## src/hdl/gsfg_pkg.sv

```systemverilog
`timescale 1ns / 1ps
// ---------------------------------------------------------------------------
// gsfg_pkg
// types and constants shared by the gear status frame gateway modules
// ---------------------------------------------------------------------------
package gsfg_pkg;

  // item kinds on the input stream
  typedef enum logic {
    CMD_FRAME = 1'b0,
    CMD_TICK  = 1'b1
  } cmd_t;

  // kinds on the result stream
  typedef enum logic {
    KIND_FORWARD = 1'b0,
    KIND_STATUS  = 1'b1
  } kind_t;

  // configuration register indexes
  typedef enum logic [1:0] {
    REG_STATUS_ID    = 2'd0,
    REG_PERIOD_TICKS = 2'd1,
    REG_ACTIVE_GEAR  = 2'd2
  } reg_idx_t;

  localparam int unsigned ID_W     = 11;
  localparam int unsigned BYTE_W   = 8;
  localparam int unsigned NBYTES   = 8;
  localparam int unsigned PERIOD_W = 16;
  localparam int unsigned CFG_W    = 16;
  localparam int unsigned TDATA_W  = 80;
  localparam int unsigned PAD_W    = TDATA_W - ID_W - NBYTES * BYTE_W;

  // selector codes in byte 1 of a status id frame
  localparam logic [7:0] CODE_DRIVE   = 8'h15;
  localparam logic [7:0] CODE_NEUTRAL = 8'h16;
  localparam logic [7:0] CODE_REVERSE = 8'h17;
  localparam logic [7:0] CODE_PARK    = 8'h18;

  // drive logic values
  localparam logic [7:0] LOGIC_NONE    = 8'h00;
  localparam logic [7:0] LOGIC_FORWARD = 8'h01;
  localparam logic [7:0] LOGIC_REVERSE = 8'h02;

  localparam int unsigned DRIVE_BIT = 5;

  // reset values
  localparam logic [ID_W-1:0]     RST_STATUS_ID    = 11'h43F;
  localparam logic [PERIOD_W-1:0] RST_PERIOD_TICKS = 16'd20;
  localparam logic [7:0]          RST_ACTIVE_GEAR  = 8'h00;
  localparam logic [7:0]          RST_GEAR         = 8'h06;

  typedef logic [NBYTES-1:0][BYTE_W-1:0] payload_t;

  typedef struct packed {
    cmd_t            cmd;
    logic [ID_W-1:0] frame_id;
    payload_t        data;
  } item_t;

  typedef struct packed {
    kind_t           kind;
    logic [ID_W-1:0] id;
    payload_t        data;
  } result_t;

  typedef struct packed {
    logic [ID_W-1:0]     status_id;
    logic [PERIOD_W-1:0] period_ticks;
    logic [7:0]          active_gear;
  } cfg_t;

endpackage

```

## src/hdl/gsfg_engine.sv

```systemverilog
`timescale 1ns / 1ps
// ---------------------------------------------------------------------------
// gsfg_engine
// gear state, tick counter and status frame builder; one item per step
// ---------------------------------------------------------------------------
module gsfg_engine (
  input  logic             clk,
  input  logic             rst_n,
  input  logic             step,
  input  gsfg_pkg::item_t  item,
  input  gsfg_pkg::cfg_t   cfg,
  output logic             emit,
  output gsfg_pkg::result_t result
);

  logic [7:0]                    gear_r, gear_nxt;
  logic [7:0]                    drive_logic_r, drive_logic_nxt;
  logic                          drive_flag_r, drive_flag_nxt;
  logic [3:0]                    alive_r, alive_nxt;
  logic [gsfg_pkg::PERIOD_W-1:0] tick_r, tick_nxt;
  logic [gsfg_pkg::PERIOD_W:0]   tick_inc;
  logic                          is_status;
  logic                          period_hit;
  logic [7:0]                    status_b0;
  logic [7:0]                    status_b3;

  // item decode
  assign is_status  = (item.cmd == gsfg_pkg::CMD_FRAME) &&
                      (item.frame_id == cfg.status_id);
  assign tick_inc   = {1'b0, tick_r} + {{gsfg_pkg::PERIOD_W{1'b0}}, 1'b1};
  assign period_hit = tick_inc >= {1'b0, cfg.period_ticks};

  // status frame bytes
  always_comb begin
    status_b0 = cfg.active_gear;
    status_b0[gsfg_pkg::DRIVE_BIT] = drive_flag_r;
    status_b3 = {~(alive_r ^ gear_r[3:0]), alive_r};
  end

  // result selection
  always_comb begin
    result = '0;
    emit   = 1'b0;
    if (item.cmd == gsfg_pkg::CMD_FRAME) begin
      emit          = !is_status;
      result.kind   = gsfg_pkg::KIND_FORWARD;
      result.id     = item.frame_id;
      result.data   = item.data;
    end else begin
      emit          = period_hit;
      result.kind   = gsfg_pkg::KIND_STATUS;
      result.id     = cfg.status_id;
      result.data[0] = status_b0;
      result.data[1] = gear_r;
      result.data[2] = drive_logic_r;
      result.data[3] = status_b3;
    end
  end

  // state update
  always_comb begin
    gear_nxt        = gear_r;
    drive_logic_nxt = drive_logic_r;
    drive_flag_nxt  = drive_flag_r;
    alive_nxt       = alive_r;
    tick_nxt        = tick_r;
    if (step) begin
      if (item.cmd == gsfg_pkg::CMD_TICK) begin
        if (period_hit) begin
          tick_nxt  = '0;
          alive_nxt = alive_r + 4'd1;
        end else begin
          tick_nxt  = tick_inc[gsfg_pkg::PERIOD_W-1:0];
        end
      end else if (is_status) begin
        gear_nxt = item.data[0];
        case (item.data[1])
          gsfg_pkg::CODE_DRIVE: begin
            drive_flag_nxt  = 1'b1;
            drive_logic_nxt = gsfg_pkg::LOGIC_FORWARD;
          end
          gsfg_pkg::CODE_NEUTRAL: begin
            drive_flag_nxt  = 1'b0;
            drive_logic_nxt = gsfg_pkg::LOGIC_FORWARD;
          end
          gsfg_pkg::CODE_REVERSE: begin
            drive_flag_nxt  = 1'b0;
            drive_logic_nxt = gsfg_pkg::LOGIC_REVERSE;
          end
          gsfg_pkg::CODE_PARK: begin
            drive_flag_nxt  = 1'b0;
            drive_logic_nxt = gsfg_pkg::LOGIC_NONE;
            gear_nxt        = 8'h00;
          end
          default: begin
            drive_flag_nxt  = drive_flag_r;
          end
        endcase
      end
    end
  end

  // state registers
  always_ff @(posedge clk) begin
    if (!rst_n) begin
      gear_r        <= gsfg_pkg::RST_GEAR;
      drive_logic_r <= gsfg_pkg::LOGIC_NONE;
      drive_flag_r  <= 1'b0;
      alive_r       <= '0;
      tick_r        <= '0;
    end else begin
      gear_r        <= gear_nxt;
      drive_logic_r <= drive_logic_nxt;
      drive_flag_r  <= drive_flag_nxt;
      alive_r       <= alive_nxt;
      tick_r        <= tick_nxt;
    end
  end

endmodule

```

## src/hdl/gear_status_frame_gateway_core.sv

```systemverilog
`timescale 1ns / 1ps
// ---------------------------------------------------------------------------
// gear_status_frame_gateway_core
// gear status gateway: swallows status id frames, forwards the rest and
// emits a periodic status frame on time ticks
// ---------------------------------------------------------------------------
//  channel   direction  content
//  in_       slave      tuser: cmd; tdata: frame_id, bytes 0..7
//  out_      master     tuser: kind; tdata: id, bytes 0..7
//  cfg_      write      status_id, period_ticks, active_gear
//
//  one request per cycle unless a stalled result fills the input register; a result is offered from the result register
//  an input register feeds the engine, a result register drives out_
//  reset is synchronous, loads the reset values into state and config and clears both valid flags
//  items that give no result still pass through the input register
//  a stalled result holds the pipeline only when the input register is full
// ---------------------------------------------------------------------------
module gear_status_frame_gateway_core (
  input  logic                          clk,
  input  logic                          rst_n,
  // input stream
  input  logic                          in_tvalid,
  output logic                          in_tready,
  input  logic [gsfg_pkg::TDATA_W-1:0]  in_tdata,   // frame_id, in_byte0..in_byte7, pad
  input  logic                          in_tuser,   // cmd
  // result stream
  output logic                          out_tvalid,
  input  logic                          out_tready,
  output logic [gsfg_pkg::TDATA_W-1:0]  out_tdata,  // out_id, out_byte0..out_byte7, pad
  output logic                          out_tuser,  // out_kind
  // configuration
  input  logic                          cfg_we,
  input  logic [1:0]                    cfg_addr,
  input  logic [gsfg_pkg::CFG_W-1:0]    cfg_wdata
);

  gsfg_pkg::cfg_t    cfg_r, cfg_nxt;
  logic              s1_valid_r, s1_valid_nxt;
  gsfg_pkg::item_t   s1_item_r, s1_item_nxt;
  logic              out_valid_r, out_valid_nxt;
  gsfg_pkg::result_t out_res_r, out_res_nxt;
  gsfg_pkg::item_t   in_item;
  gsfg_pkg::result_t eng_result;
  logic              eng_emit;
  logic              out_free;
  logic              s1_adv;
  logic              in_acc;

  // configuration writes
  always_comb begin
    cfg_nxt = cfg_r;
    if (cfg_we) begin
      case (cfg_addr)
        gsfg_pkg::REG_STATUS_ID:
          cfg_nxt.status_id = cfg_wdata[gsfg_pkg::ID_W-1:0];
        gsfg_pkg::REG_PERIOD_TICKS:
          cfg_nxt.period_ticks = cfg_wdata[gsfg_pkg::PERIOD_W-1:0];
        gsfg_pkg::REG_ACTIVE_GEAR:
          cfg_nxt.active_gear = cfg_wdata[7:0];
        default: cfg_nxt = cfg_r;
      endcase
    end
  end

  // handshake
  assign out_free  = !out_valid_r || out_tready;
  assign s1_adv    = s1_valid_r && out_free;
  assign in_tready = !s1_valid_r || out_free;
  assign in_acc    = in_tvalid && in_tready;

  // unpack input request
  always_comb begin
    in_item.cmd      = gsfg_pkg::cmd_t'(in_tuser);
    in_item.frame_id = in_tdata[gsfg_pkg::ID_W-1:0];
    in_item.data     = in_tdata[gsfg_pkg::ID_W +: gsfg_pkg::NBYTES*gsfg_pkg::BYTE_W];
  end

  // input register
  always_comb begin
    s1_valid_nxt = s1_valid_r;
    s1_item_nxt  = s1_item_r;
    if (in_acc) begin
      s1_valid_nxt = 1'b1;
      s1_item_nxt  = in_item;
    end else if (s1_adv) begin
      s1_valid_nxt = 1'b0;
    end
  end

  gsfg_engine u_engine (
    .clk    (clk),
    .rst_n  (rst_n),
    .step   (s1_adv),
    .item   (s1_item_r),
    .cfg    (cfg_r),
    .emit   (eng_emit),
    .result (eng_result)
  );

  // result register
  always_comb begin
    out_valid_nxt = out_valid_r;
    out_res_nxt   = out_res_r;
    if (out_free) begin
      out_valid_nxt = s1_adv && eng_emit;
      if (s1_adv && eng_emit) begin
        out_res_nxt = eng_result;
      end
    end
  end

  always_ff @(posedge clk) begin
    if (!rst_n) begin
      cfg_r.status_id    <= gsfg_pkg::RST_STATUS_ID;
      cfg_r.period_ticks <= gsfg_pkg::RST_PERIOD_TICKS;
      cfg_r.active_gear  <= gsfg_pkg::RST_ACTIVE_GEAR;
      s1_valid_r         <= 1'b0;
      out_valid_r        <= 1'b0;
    end else begin
      cfg_r              <= cfg_nxt;
      s1_valid_r         <= s1_valid_nxt;
      out_valid_r        <= out_valid_nxt;
    end
  end

  // payload registers
  always_ff @(posedge clk) begin
    s1_item_r <= s1_item_nxt;
    out_res_r <= out_res_nxt;
  end

  // pack result request
  assign out_tvalid = out_valid_r;
  assign out_tuser  = out_res_r.kind;
  assign out_tdata  = {{gsfg_pkg::PAD_W{1'b0}}, out_res_r.data, out_res_r.id};

endmodule

```

## config.mk

```make
export PLATFORM = sky130hd
export DESIGN_NAME = gear_status_frame_gateway_core
export DESIGN_NICKNAME = d
export VERILOG_FILES = /design/src/hdl/gsfg_pkg.sv /design/src/hdl/gsfg_engine.sv /design/src/hdl/gear_status_frame_gateway_core.sv
export SDC_FILE = /design/constraint.sdc
export NUM_CORES = 1
export LEC_CHECK = 0
export ABC_AREA = 0
export BUFFER_PORTS_ARGS = -buffer_cell sky130_fd_sc_hd__buf_4
export CAP_MARGIN = 20
export CORE_MARGIN = 8
export CORE_UTILIZATION = 47
export CTS_BUF_LIST = sky130_fd_sc_hd__clkbuf_8
export CTS_CLUSTER_DIAMETER = 80
export DETAILED_ROUTE_END_ITERATION = 8
export GPL_ROUTABILITY_DRIVEN = 1
export PLACE_DENSITY = 0.7
export SLEW_MARGIN = 15
export SYNTH_ARGS = -nofsm -noshare
export SYNTH_HDL_FRONTEND = slang
export SYNTH_SLANG_ARGS = --single-unit
```

## constraint.sdc

```tcl
create_clock -name clk -period 10 [get_ports clk]
set_clock_uncertainty 0.15 [all_clocks]
set_input_delay 0 -clock clk [delete_from_list [all_inputs] [get_ports clk]]
set_output_delay 0 -clock clk [all_outputs]
set_load 0.03 [all_outputs]
```

# Yosys cells after proc, flatten, opt, wreduce, memory -nomap -nowiden
# Cells that the tools add are included.
[op_classes] reduce_logical=24 add_sub_neg=2 muxes=9 eq_ne=7 n_lt_le_gt_ge=1 bitwise=3
[op_table] cell="== test 8 x 5 -> 1 bit (second input constant)" count=4
[op_table] cell="two-way mux 32 bit" count=1
[op_table] cell="one-hot mux 8 bit (3 select lines)" count=1
[op_table] cell="adder 16 x 1 -> 17 bit (second input constant)" count=1
[op_table] cell=">= comparator 17 x 16 -> 1 bit" count=1
[op_table] cell="two-way mux 16 bit" count=1
[op_table] cell="two-way mux 12 bit" count=1
[op_table] cell="== test 11 bit" count=1
[op_table] cell="AND reduction 2 bit" count=5
[op_table] cell="two-way mux 8 bit" count=1
[op_table] cell="AND reduction 4 bit" count=2
[op_table] cell="AND reduction 3 bit" count=2
[op_table] cell="adder 4 x 1 -> 4 bit (second input constant)" count=1
[op_table] cell="logical AND 1 bit" count=4
[op_table] cell="NOT 4 bit" count=1
[op_table] cell="nonzero test 2 bit" count=2
[op_table] cell="bitwise XOR 4 bit" count=1
[op_table] cell="logical NOT 1 bit" count=3
[op_table] cell="two-way mux 1 bit" count=3
[op_table] cell="nonzero test 3 bit" count=1
[op_table] cell="OR reduction 3 bit" count=1
[op_table] cell="== test 2 x 1 -> 1 bit (second input constant)" count=1
[op_table] cell="== test 2 bit (second input constant)" count=1
[op_table] cell="logical NOT 2 bit" count=1
[op_table] cell="other kinds (4)" count=5
[totals] reg_bits=226 word_cells=76 out_inout_bits=83 input_bits=104

# Depth between registers and ports, before layout
# Gate-level depths: netlist of the first run.
[logic_depth] word_depth=6 mapped_depth=14 mapped_depth_nobuf=12

# Cells and area by module
# From an unflattened synthesis of the first run, not the netlist that was laid out.
[unflattened] cells_unflattened=666 hier_area_um2=8971.1
[modules_own_cells] mod="gear_status_frame_gateway_core" seq_area_each_um2=5305.1 instances=1 cells_each=313 area_each_um2=6119.6
[modules_own_cells] mod="gsfg_engine" seq_area_each_um2=620.6 instances=1 cells_each=353 area_each_um2=2851.5

# Worst setup path after synthesis of the first run
# Ideal clock, no wire load.
[synth_path] path_kind="register to register" from="register u_engine.tick_r[0] (netlist name)" to="register out_res_r (netlist bit out_tdata[0]), enable pin" setup_time_ns=0.572 synth_period_minus_slack_ns=7.699 setup_slack_ns=2.301 path_stages_with_launch=12 arrival_ns=6.977 required_time_ns=9.278 path_buffers=1 path_cell_list="dfxtp_1 > ha_1 > nand4_1 > nor2_1 > nand4_1 > xnor2_1 > ha_1 > nand4_1 > or2_2 > o2111a_2 > buf_6 > a2111oi_2"
[synth_via] elab_chain_len=5
[synth_rtl] element="from (decl)" line="gsfg_engine.sv:20" rtl="logic [gsfg_pkg::PERIOD_W-1:0] tick_r, tick_nxt;"
[synth_rtl] element="from (signal assigned)" line="gsfg_engine.sv:116" rtl="tick_r <= tick_nxt;"
[synth_rtl] element="adder 16 x 1 -> 17 bit" line="gsfg_engine.sv:30" rtl="assign tick_inc = {1'b0, tick_r} + {{gsfg_pkg::PERIOD_W{1'b0}}, 1'b1};"
[synth_rtl] element=">= comparator 17 x 16 -> 1 bit" line="gsfg_engine.sv:31" rtl="assign period_hit = tick_inc >= {1'b0, cfg.period_ticks};"
[synth_rtl] element="two-way mux 1 bit" line="gsfg_engine.sv:44" rtl="if (item.cmd == gsfg_pkg::CMD_FRAME) begin"
[synth_rtl] element="logical AND 1 bit" line="gear_status_frame_gateway_core.sv:106" rtl="if (s1_adv && eng_emit) begin"
[synth_rtl] element="AND reduction 2 bit (no line)"
[synth_rtl] element="to (signal assigned)" line="gear_status_frame_gateway_core.sv:129" rtl="out_res_r <= out_res_nxt;"
[synth_rtl] element="to (decl)" line="gear_status_frame_gateway_core.sv:41" rtl="gsfg_pkg::result_t out_res_r, out_res_nxt;"
# Every way passes these cells.
# A chain may end at the register's enable or synchronous reset.

# Final worst setup path of the first run
[layout_path] from="register u_engine.tick_r[0] (netlist name)" to="register out_res_r (netlist bit out_tdata[17]), enable pin"
# Same word-level chain as after synthesis.

==> results of run 1 <==
[kinds of logic (layout without fill, tap and decap cells)]
logic type,Yosys count,after routing,share of synthesized area
flip-flops,219,219,0.661
adder cells (fa/ha/maj),18,18,0.0252
AND/OR/NAND/NOR,244,244,0.143
other,1,6,0.000420
XOR/XNOR,29,29,0.0284
multiplexers,47,47,0.0578
AO/OA/AOI/OAI,68,68,0.0536
buffers and inverters,59,380,0.0304
[sequential cells by signal, summed over array words and instances, names as in the netlist]
register	count
cfg_r	34
s1_item_r	76
u_engine.drive_flag_r	1
u_engine.alive_r	4
u_engine.drive_logic_r	2
u_engine.gear_r	8
s1_valid_r	1
out_tvalid	1
u_engine.tick_r	16
out_tdata	75
out_tuser	1
[routing by layer]
metal  global-route usage  share of wire  vias up
met5                    0              0        -
met4               0.0658          0.023        0
met3               0.0535          0.067       47
met2                0.327           0.51      200
met1                0.202           0.39     3024
li1                     -              -     3027
[placed cells by master (no fill, tap or decap), drive strengths merged, types with 3 or more instances in the layout]
cell type	count
a21boi	32
a21oi	10
a31oi	7
and3	3
buf	179
clkbuf	41
clkinv	8
conb	5
dfxtp	67
dlygate4sd3	115
edfxtp	152
ha	18
inv	37
mux2	37
mux2i	10
nand2	86
nand2b	11
nand3	40
nand3b	3
nand4	12
nor2	10
nor2b	53
nor3	11
nor4	3
nor4b	3
o21ai	8
xnor2	25
xor2	4
[how the worst max path moves through the flow]
stage               cells after the start                          end  slack [ns]
detailed placement                     12  out_tdata[33]$_SDFFCE_PP0P_        5.03
finish                                 12      out_tdata[17]$_DFFE_PP_        5.05
global route                           12          out_tuser$_DFFE_PP_        4.71
CTS                                    12      out_tdata[17]$_DFFE_PP_        5.02
global placement                       11       out_tdata[0]$_DFFE_PP_        5.22
floorplan                              11       out_tdata[0]$_DFFE_PP_        2.30
[worst reg2reg max path, cell delays in order (launching register included)]
cell and delay [ns]:
sky130_fd_sc_hd__dfxtp_1 0.43, sky130_fd_sc_hd__ha_1 0.29, sky130_fd_sc_hd__nand4_1 0.22, sky130_fd_sc_hd__nor2_1 0.22, sky130_fd_sc_hd__nand4_1 0.19, sky130_fd_sc_hd__xnor2_1 0.18, sky130_fd_sc_hd__ha_1 0.32, sky130_fd_sc_hd__nand4_1 0.14
sky130_fd_sc_hd__nor4_1 0.28, sky130_fd_sc_hd__a221oi_1 0.12, sky130_fd_sc_hd__o2111a_2 0.36, sky130_fd_sc_hd__a2111oi_4 0.73, sky130_fd_sc_hd__buf_4 0.83
[stage by stage]
| step | hold WS [ns] | util | total power (uW) | area [um^2] | std cells |
|---|---|---|---|---|---|
| finish | 0.0646 | 0.654 | 1940 | 12200 | 1245 |
| global placement | 0.0278 | 0.556 | 1200 | 10400 | 1061 |
| global route | 0.0381 | 0.654 | 2010 | 12200 | 1245 |
| detailed placement | 0.0293 | 0.556 | 1200 | 10400 | 1061 |
| CTS | 0.0334 | 0.652 | 1950 | 12200 | 1242 |
| floorplan | -0.0511 | - | 1140 | 8950 | 689 |
[report_power, final]
part / switching, uW / leakage [uW] / internal [uW]
Clock: 346 / 0.000407 / 369
Combinational: 96.4 / 0.00234 / 97.1
Sequential: 16.7 / 0.00199 / 1010
Total: 459 / 0.00473 / 1480
[layout make-up]
class | count | area [um^2] | area share
Antenna cell | 1 | 2.50 | 0.000205
Clock buffer | 40 | 551 | 0.0450
Clock inverter | 26 | 109 | 0.00890
Inverter | 19 | 71.3 | 0.00583
Multi-Input combinational cell | 411 | 2790 | 0.228
Sequential cell | 219 | 5910 | 0.483
Tap cell | 234 | 293 | 0.0239
Timing Repair Buffer | 295 | 2510 | 0.205
==> run_results.csv, run 1 <==
group,metric,value,unit
synth,post-synth-top-area-cell,"sky130_fd_sc_hd__edfxtp_1",
worst_setup_path,crit_path_from,"u_engine.tick_r[0]$_SDFFE_PN0P_",
synth,ys_async_sr_fraction,0,
sta,period_share,0.495,
worst_setup_path,cp_max_fo,72,
synth,synth_area_per_cell,13.0,um^2
finish,post_route_cells_drive_above_1_share,0.271,
die,die_area,23700,um^2
worst_setup_path,reg2reg_depth,12,
grt,grt_first_pass_wirelength,34700,um
synth,ys.flop_type,"sky130_fd_sc_hd__edfxtp_1",
finish,nets,1105,
min_path,min_path_type,"primary input to flop",
sta,finalWorstPathRequiredPeriod,4.95,ns
route,dr.pass1.iters,5,
place,detailedPlace.worstSlack,5.03,ns
sta,setup_total_negative_slack,0,ns
synth,synth.cells.most_frequent,"sky130_fd_sc_hd__edfxtp_1, sky130_fd_sc_hd__nand2_1, sky130_fd_sc_hd__dfxtp_1, sky130_fd_sc_hd__nor2b_1, sky130_fd_sc_hd__nand3_1",
die,fp.dieH,154,um
worst_setup_path,r2r_setup_slack,5.05,ns
route,detail_route.vias_per_cell,5.06,
grt,first_global_vias,6878,
synth,yosys.area.top_type_share,0.511,
sta,finalMaxSlewViolations,0,
clocking,cts_num_sinks,219,
worst_setup_path,endpoint_arrival_time_on_the_critical_path,4.91,ns
place,port_buffers,176,
sta,hold_violations,0,
route,detailed_route_drc_error_count,0,
sta,rsz0062_at_grt,"false",
synth,synth-edff-count,152,
synth,post_synth_main_area_contributors,"sky130_fd_sc_hd__edfxtp_1, sky130_fd_sc_hd__dfxtp_1, sky130_fd_sc_hd__mux2_2, sky130_fd_sc_hd__nor2b_1, sky130_fd_sc_hd__nand2_1",
route,drtAntennaViolNets,0,
synth,synthesis_warnings,0,
synth,postSynthCellCount,685,
die,io_pins,187,
worst_setup_path,critical_path.max_stage_delay,0.83,ns
worst_setup_path,cp-start-kind,"flop",
worst_setup_path,crit_chain,"ha_1 -> nand4_1 -> nor2_1 -> nand4_1 -> xnor2_1 -> ha_1 -> nand4_1 -> nor4_1 -> a221oi_1 -> o2111a_2 -> a2111oi_4 -> buf_4",
clocking,tritoncts,"yes",
route,routed_wl,21900,um
clocking,clock_latency,0.50,ns
pwr,power.static_leakage,0.00473,uW
route,drt_first_iter_violations,443,
die,fp.dieW,154,um
route,via_count,6298,
synth,synth.cell_area,8930,um^2
die,core_area,18700,um^2
worst_setup_path,cpMostUsedCell,"sky130_fd_sc_hd__nand4_1",
clocking,cts.reportedPaths.clkPinSlew,0.06,ns
worst_setup_path,timing.critical_path.buf_inv,1,
worst_setup_path,cpLargestDelayFamily,"compound AO/OA/AOI/OAI gates",
pwr,max-vdd-ir-drop,118,uV
grt,antenna_violations_before_repair,1,
min_path,worst_hold_startpoint,"in_tdata[5]",
synth,yosys.cell_count.top_type,"sky130_fd_sc_hd__edfxtp_1",
sta,layout_setup_ws,5.05,ns
sta,max_clock_freq,202,MHz
place,dp_hpwl,13800,um
finish,synthToLayoutAreaGrowth,36.8,%
sta,timing_worst_slew_pin_value,1.08,ns
worst_setup_path,worst_r2r_startpoint,"u_engine.tick_r[0]$_SDFFE_PN0P_",
synth,ys_seq_elements,219,
pwr,power.density,159,nW/um^2
min_path,hold_path_depth,2,
worst_setup_path,end_kind,"flop",
clocking,cts.hold.buffers_added,115,
min_path,holdPathEnd,"s1_item_r[69]$_DFFE_PP_",
worst_setup_path,critical-path-slowest-cell,"sky130_fd_sc_hd__buf_4",
clocking,cts_root_buf,"sky130_fd_sc_hd__clkbuf_8",
clocking,cts.path.max_buffers,3,
sta,slew_headroom,0.277,
worst_setup_path,regToRegEndpoint,"out_tdata[17]$_DFFE_PP_",
die,core.rowCount,50,
finish,fill_cell_instance_count_of_the_final_layout,1330,
grt,grt_remaining_overflow,0,
worst_setup_path,crit_type,"flop to flop",
sta,finalSetupViolations,0,
clocking,post_cts_resize_count,0,
synth,ys_seq_area_frac,0.661,
clocking,ctsHtreeMaxLevel,2,
synth,synth_cell_type_count,49,
die,start_util,0.478,
route,wire_per_inst,17.6,um
flow_run,max-cap-violations,0,
clocking,cts_inserted_buffers,37,
grt,maximum_number_of_pins_on_one_net_before_global_route_repair,77,
clocking,post_cts.repair.setup_buffers,0,
place,gp_routability_congestion,0.821,
grt,all_layer_gr_usage,0.182,
outcome,status,"complete, no violations",
worst_setup_path,worst_ep_required,9.96,ns
Power figures use the tool's default switching activity.
==> run 2: changes to the inputs <==
==> constraint.sdc (replaced) <==
create_clock -name clk -period 5.17 [get_ports clk]
set_clock_uncertainty 0.15 [all_clocks]
set_input_delay 0 -clock clk [delete_from_list [all_inputs] [get_ports clk]]
set_output_delay 0 -clock clk [all_outputs]
set_load 0.03 [all_outputs]
==> run_results.csv, run 2 (same netlist as run 1, synthesis figures left out) <==
group,metric,value,unit
grt,grt_remaining_overflow,0,
worst_setup_path,r2r_setup_slack,0.95,ns
pwr,pwr-share-comb,0.099,
min_path,min_path_type,"primary input to flop",
worst_setup_path,reg2reg_depth,11,
pwr,power.static_leakage,0.00479,uW
finish,nets,1107,
route,dr.pass1.iters,5,
worst_setup_path,cp-start-kind,"flop",
worst_setup_path,end_kind,"flop",
sta,period_share,0.816,
route,drt_first_iter_violations,354,
worst_setup_path,worst_ep_required,5.18,ns
pwr,switching_power,903,uW
sta,finalSetupViolations,0,
clocking,tritoncts,"yes",
route,detailed_route_drc_error_count,0,
min_path,holdPathEnd,"cfg_r[33]$_SDFFE_PN0P_",
die,core_area,18700,um^2
clocking,post_cts.repair.setup_buffers,0,
clocking,cts_root_buf,"sky130_fd_sc_hd__clkbuf_8",
grt,all_layer_gr_usage,0.185,
grt,maximum_number_of_pins_on_one_net_before_global_route_repair,77,
die,core.rowCount,50,
grt,grt_first_pass_wirelength,35200,um
clocking,cts.path.max_buffers,3,
route,via_count,6321,
worst_setup_path,worst_r2r_startpoint,"u_engine.tick_r[9]$_SDFFE_PN0P_",
place,gp_routability_congestion,0.842,
sta,fin_hold_ws,0.0398,ns
route,wire_per_inst,17.8,um
sta,hold_violations,0,
finish,layout.cells.most_common,"sky130_fd_sc_hd__buf_4",
sta,timing_worst_slew_pin_value,1.04,ns
place,port_buffers,176,
pwr,max-vdd-ir-drop,335,uV
finish,antenna_cells,0,
clocking,cts_num_sinks,219,
pwr,internal_power,2930,uW
place,detailedPlace.worstSlack,1.02,ns
die,fp.dieW,154,um
route,detail_route.vias_per_cell,5.07,
min_path,hold_path_depth,4,
worst_setup_path,endpoint_arrival_time_on_the_critical_path,4.23,ns
grt,antenna_violations_before_repair,0,
place,placement.cell_area,10500,um^2
finish,finalNonFillerCells,1247,
clocking,cts.reportedPaths.clkPinSlew,0.07,ns
finish,stdcell_area,12400,um^2
clocking,clock_latency,0.53,ns
finish,post_route_cells_drive_above_1_share,0.279,
finish,largest_register,"s1_item_r",
worst_setup_path,crit_type,"flop to flop",
grt,first_global_vias,6830,
pwr,power.share.switching,0.236,
worst_setup_path,cp_max_fo,72,
clocking,ctsHtreeMaxLevel,2,
clocking,cts_inserted_buffers,38,
place,place.detailed.instances,1062,
place,dp_hpwl,14100,um
sta,finalMaxSlewViolations,0,
sta,rsz0062_at_grt,"false",
finish,largest_register_ff_count,76,
worst_setup_path,regToRegEndpoint,"out_tdata[34]$_SDFFCE_PP0P_",
finish,synthToLayoutAreaGrowth,38.4,%
sta,finalWorstPathRequiredPeriod,4.22,ns
min_path,worst_hold_startpoint,"cfg_we",
pwr,power.density,310,nW/um^2
pwr,share_clk_of_total_power,0.381,
die,die_area,23700,um^2
flow_run,max-cap-violations,0,
sta,layout_setup_ws,0.954,ns
outcome,status,"complete, no violations",
finish,fill_cell_instance_count_of_the_final_layout,1331,
route,drtAntennaViolNets,0,
finish,layout_common_cells,"sky130_fd_sc_hd__buf_4, sky130_fd_sc_hd__edfxtp_1, sky130_fd_sc_hd__dlygate4sd3_1",
die,fp.dieH,154,um
sta,max_clock_freq,237,MHz
finish,utilization,0.661,
route,routed_wl,22200,um
sta,slew_headroom,0.303,
die,io_pins,187,
pwr,pwr-share-seq,0.520,
die,start_util,0.478,
run 2: changes by cell type in the layout (fill, tap and decap cells not counted), moves of 2 or more:
cell / previous run / this run
sky130_fd_sc_hd__clkbuf_8: 40 / 44
sky130_fd_sc_hd__dfxtp_2: 0 / 2
sky130_fd_sc_hd__dfxtp_1: 67 / 64
sky130_fd_sc_hd__clkinv_2: 5 / 1
run 2: repair_timing:
action / CTS / global route
hold endpoints to repair: 132 / 0
gates resized for setup: 0 / 0
hold buffers: 116 / 0
endpoints found under the setup margin: 0 / 0
run 2: through the flow:
step | power, uW | setup TNS [ns]
6_report | 3830 | 0
5_1_grt | 3980 | 0
4_1_cts | 3870 | 0
3_5_place_dp | 2330 | 0
3_3_place_gp | 2320 | 0
2_1_floorplan | 2200 | -9.25
run 2: critical path, stage by stage (launching register included):
cell and delay [ns]:
sky130_fd_sc_hd__dfxtp_1 0.49, sky130_fd_sc_hd__nand4_1 0.20, sky130_fd_sc_hd__nor3_2 0.28, sky130_fd_sc_hd__nand2_1 0.14, sky130_fd_sc_hd__xnor2_1 0.15, sky130_fd_sc_hd__ha_1 0.30, sky130_fd_sc_hd__nand3_1 0.11, sky130_fd_sc_hd__nor4_1 0.31
sky130_fd_sc_hd__a221oi_1 0.13, sky130_fd_sc_hd__o2111a_2 0.36, sky130_fd_sc_hd__a2111oi_4 0.73, sky130_fd_sc_hd__buf_12 0.39
run 2: how the worst max path moves through the flow:
stage                                         start                           to  slack (ns)  cells past startpoint
finish              u_engine.tick_r[9]$_SDFFE_PN0P_  out_tdata[34]$_SDFFCE_PP0P_        0.95                     11
global placement    u_engine.tick_r[2]$_SDFFE_PN0P_       out_tdata[0]$_DFFE_PP_        1.14                     10
floorplan           u_engine.tick_r[1]$_SDFFE_PN0P_       out_tdata[0]$_DFFE_PP_       -0.12                     11
global route        u_engine.tick_r[2]$_SDFFE_PN0P_      out_tdata[10]$_DFFE_PP_        0.69                     11
CTS                 u_engine.tick_r[2]$_SDFFE_PN0P_  out_tdata[67]$_SDFFCE_PP0P_        1.03                     10
detailed placement  u_engine.tick_r[2]$_SDFFE_PN0P_       out_tdata[3]$_DFFE_PP_        1.02                     10
run 2: routing by layer:
metal	vias up	global-route usage	wire, um
met4	0	0.0733	599
met3	44	0.0496	1440
met2	211	0.321	11200
met5	-	0	0
met1	3022	0.213	8930
li1	3044	-	-
run 2: power groups by stage:
| stage | clock [uW] | sequential [uW] | combinational [uW] |
|---|---|---|---|
| 2_1_floorplan | 0 | 2070 | 133 |
| 3_3_place_gp | 0 | 2030 | 297 |
| 3_5_place_dp | 0 | 2030 | 305 |
| 4_1_cts | 1500 | 1990 | 376 |
| 5_1_grt | 1580 | 2000 | 405 |
| 6_report | 1460 | 1990 | 380 |
run 2: cell type report:
class                      count  area (um^2)  share of cell area
inverter                      19         71.3             0.00577
multi-input combinational    411         2840               0.230
tap                          234          293              0.0237
sequential                   219         5910               0.478
clock inverter                24          105             0.00850
timing repair buffer         296         2530               0.205
clock buffer                  44          606              0.0490
==> run 3: changes to the inputs <==
--- a/config.mk
+++ b/config.mk
@@ -14,7 +14,7 @@
 export CTS_CLUSTER_DIAMETER = 80
 export DETAILED_ROUTE_END_ITERATION = 8
 export GPL_ROUTABILITY_DRIVEN = 1
-export PLACE_DENSITY = 0.7
+export PLACE_DENSITY = 0.73
 export SLEW_MARGIN = 15
 export SYNTH_ARGS = -nofsm -noshare
 export SYNTH_HDL_FRONTEND = slang
==> constraint.sdc (replaced) <==
create_clock -name clk -period 3.6 [get_ports clk]
set_clock_uncertainty 0.15 [all_clocks]
set_input_delay 0 -clock clk [delete_from_list [all_inputs] [get_ports clk]]
set_output_delay 0 -clock clk [all_outputs]
set_load 0.03 [all_outputs]
==> run_results.csv, run 3 (same netlist as run 1, synthesis figures left out) <==
group,metric,value,unit
grt,grt_first_pass_wirelength,34900,um
sta,max_clock_freq,292,MHz
worst_setup_path,worst_r2r_startpoint,"u_engine.tick_r[1]$_SDFFE_PN0P_",
route,detail_route.vias_per_cell,4.96,
sta,timing_worst_slew_pin_value,1.05,ns
worst_setup_path,critical-path-slowest-cell,"sky130_fd_sc_hd__dfxtp_2",
worst_setup_path,endpoint_arrival_time_on_the_critical_path,3.49,ns
place,dp_hpwl,13900,um
clocking,cts.path.max_buffers,3,
die,io_pins,187,
finish,fill_cell_instance_count_of_the_final_layout,1354,
die,core_area,18700,um^2
finish,synthToLayoutAreaGrowth,40.1,%
route,wire_per_inst,17.5,um
sta,finalSetupViolations,0,
worst_setup_path,cpLargestDelayFamily,"simple AND/OR/NAND/NOR gates",
grt,maximum_number_of_pins_on_one_net_before_global_route_repair,77,
worst_setup_path,r2r_setup_slack,0.17,ns
finish,largest_register_ff_count,76,
finish,post_route_cells_drive_above_1_share,0.292,
pwr,internal_power,4190,uW
finish,layout_common_cells,"sky130_fd_sc_hd__buf_4, sky130_fd_sc_hd__edfxtp_1, sky130_fd_sc_hd__dlygate4sd3_1",
die,die_area,23700,um^2
route,dr.pass1.iters,4,
finish,layout.cells.most_common,"sky130_fd_sc_hd__buf_4",
finish,nets,1123,
route,via_count,6263,
pwr,total_power,5470,uW
clocking,cts.reportedPaths.clkPinSlew,0.06,ns
clocking,clock_latency,0.52,ns
min_path,hold_path_depth,2,
grt,first_global_vias,6693,
clocking,tritoncts,"yes",
die,fp.dieH,154,um
outcome,status,"complete, no violations",
worst_setup_path,end_kind,"flop",
sta,finalMaxSlewViolations,0,
min_path,holdPathEnd,"s1_item_r[66]$_DFFE_PP_",
die,start_util,0.478,
route,drtAntennaViolNets,0,
grt,grt_remaining_overflow,0,
worst_setup_path,crit_chain,"ha_4 -> nand4_1 -> nor3_2 -> nand2_1 -> xnor2_1 -> ha_1 -> nand3_1 -> nor4_1 -> a221oi_1 -> o2111a_2 -> a2111oi_4 -> clkbuf_16 -> buf_12",
clocking,cts_root_buf,"sky130_fd_sc_hd__clkbuf_8",
grt,all_layer_gr_usage,0.184,
route,routed_wl,22100,um
worst_setup_path,cp_max_fo,13,
place,gp_routability_congestion,0.801,
sta,fin_hold_ws,0.0474,ns
route,detailed_route_drc_error_count,0,
pwr,pwr-share-seq,0.522,
pwr,switching_power,1280,uW
min_path,min_path_type,"primary input to flop",
worst_setup_path,cp-start-kind,"flop",
pwr,power.share.switching,0.235,
sta,slew_headroom,0.301,
pwr,power.static_leakage,0.00486,uW
clocking,cts_inserted_buffers,37,
worst_setup_path,timing.critical_path.buf_inv,2,
finish,largest_register,"s1_item_r",
min_path,worst_hold_startpoint,"in_tdata[2]",
route,drt_first_iter_violations,329,
clocking,ctsHtreeMaxLevel,2,
pwr,share_clk_of_total_power,0.374,
worst_setup_path,critical_path.max_stage_delay,0.37,ns
grt,antenna_violations_before_repair,2,
sta,hold_violations,0,
worst_setup_path,crit_type,"flop to flop",
die,core.rowCount,50,
sta,setup_total_negative_slack,0,ns
pwr,power.density,437,nW/um^2
die,fp.dieW,154,um
place,port_buffers,176,
worst_setup_path,worst_ep_required,3.66,ns
sta,period_share,0.952,
pwr,max-vdd-ir-drop,351,uV
pwr,pwr-share-comb,0.104,
worst_setup_path,reg2reg_depth,13,
clocking,cts_num_sinks,219,
sta,finalWorstPathRequiredPeriod,3.43,ns
flow_run,max-cap-violations,0,
worst_setup_path,regToRegEndpoint,"out_tdata[14]$_DFFE_PP_",
[run 3: changes by cell type in the layout (fill, tap and decap cells not counted), moves of 2 or more]
cell,change
sky130_fd_sc_hd__buf_4,+13
sky130_fd_sc_hd__clkinv_1,+3
sky130_fd_sc_hd__dfxtp_1,-3
sky130_fd_sc_hd__dfxtp_2,+3
sky130_fd_sc_hd__buf_12,+2
sky130_fd_sc_hd__inv_1,-2
[run 3: layout make-up]
type	count	area, um^2	area share
antenna	1	2.50	0.000200
multi-input combinational	411	2850	0.227
clock buffer	43	592	0.0473
clock inverter	23	92.6	0.00740
timing repair buffer	313	2700	0.216
tap	234	293	0.0234
inverter	19	71.3	0.00570
sequential	219	5920	0.473
[run 3: worst max path at each step]
stage / endpoint / depth (start not counted) / slack (ns) / startpoint
floorplan: out_tdata[0]$_DFFE_PP_ / 11 / -1.69 / u_engine.tick_r[1]$_SDFFE_PN0P_
global placement: out_tdata[8]$_DFFE_PP_ / 12 / 0.18 / u_engine.tick_r[2]$_SDFFE_PN0P_
detailed placement: out_tdata[21]$_DFFE_PP_ / 12 / 0.14 / u_engine.tick_r[2]$_SDFFE_PN0P_
CTS: out_tdata[14]$_DFFE_PP_ / 12 / 0.10 / u_engine.tick_r[2]$_SDFFE_PN0P_
global route: out_tdata[12]$_DFFE_PP_ / 13 / -0.009 / u_engine.tick_r[1]$_SDFFE_PN0P_
finish: out_tdata[14]$_DFFE_PP_ / 13 / 0.17 / u_engine.tick_r[1]$_SDFFE_PN0P_
[run 3: power by group through the flow]
| stage | Combinational (uW) | Clock (uW) | Sequential, uW |
|---|---|---|---|
| floorplan | 191 | 0 | 2970 |
| global placement | 447 | 0 | 2910 |
| detailed placement | 454 | 0 | 2910 |
| CTS | 557 | 2090 | 2860 |
| global route | 605 | 2220 | 2870 |
| finish | 566 | 2050 | 2860 |
[run 3: timing repair]
item                                    in CTS  in global routing
endpoints found under the setup margin       0                 55
gates resized for setup                      0                  4
hold endpoints to repair                   133                  0
hold buffers                               117                  0
buffers inserted                             0                  4
[run 3: layer usage]
metal / vias to the layer above / share of wire / track usage
li1: 3075 / - / -
met4: 2 / 0.029 / 0.0761
met1: 2945 / 0.42 / 0.216
met2: 191 / 0.49 / 0.310
met5: - / 0.00036 / 0
met3: 50 / 0.065 / 0.0563
[run 3: per-stage QoR]
stage          cell area, um^2   util  setup WS [ns]  instances
4_1_cts                  12500  0.666          0.103       1257
3_3_place_gp             10600  0.567          0.182       1074
3_5_place_dp             10600  0.567          0.136       1074
5_1_grt                  12500  0.669       -0.00866       1263
2_1_floorplan             9040      -          -1.69        689
6_report                 12500  0.669          0.172       1263
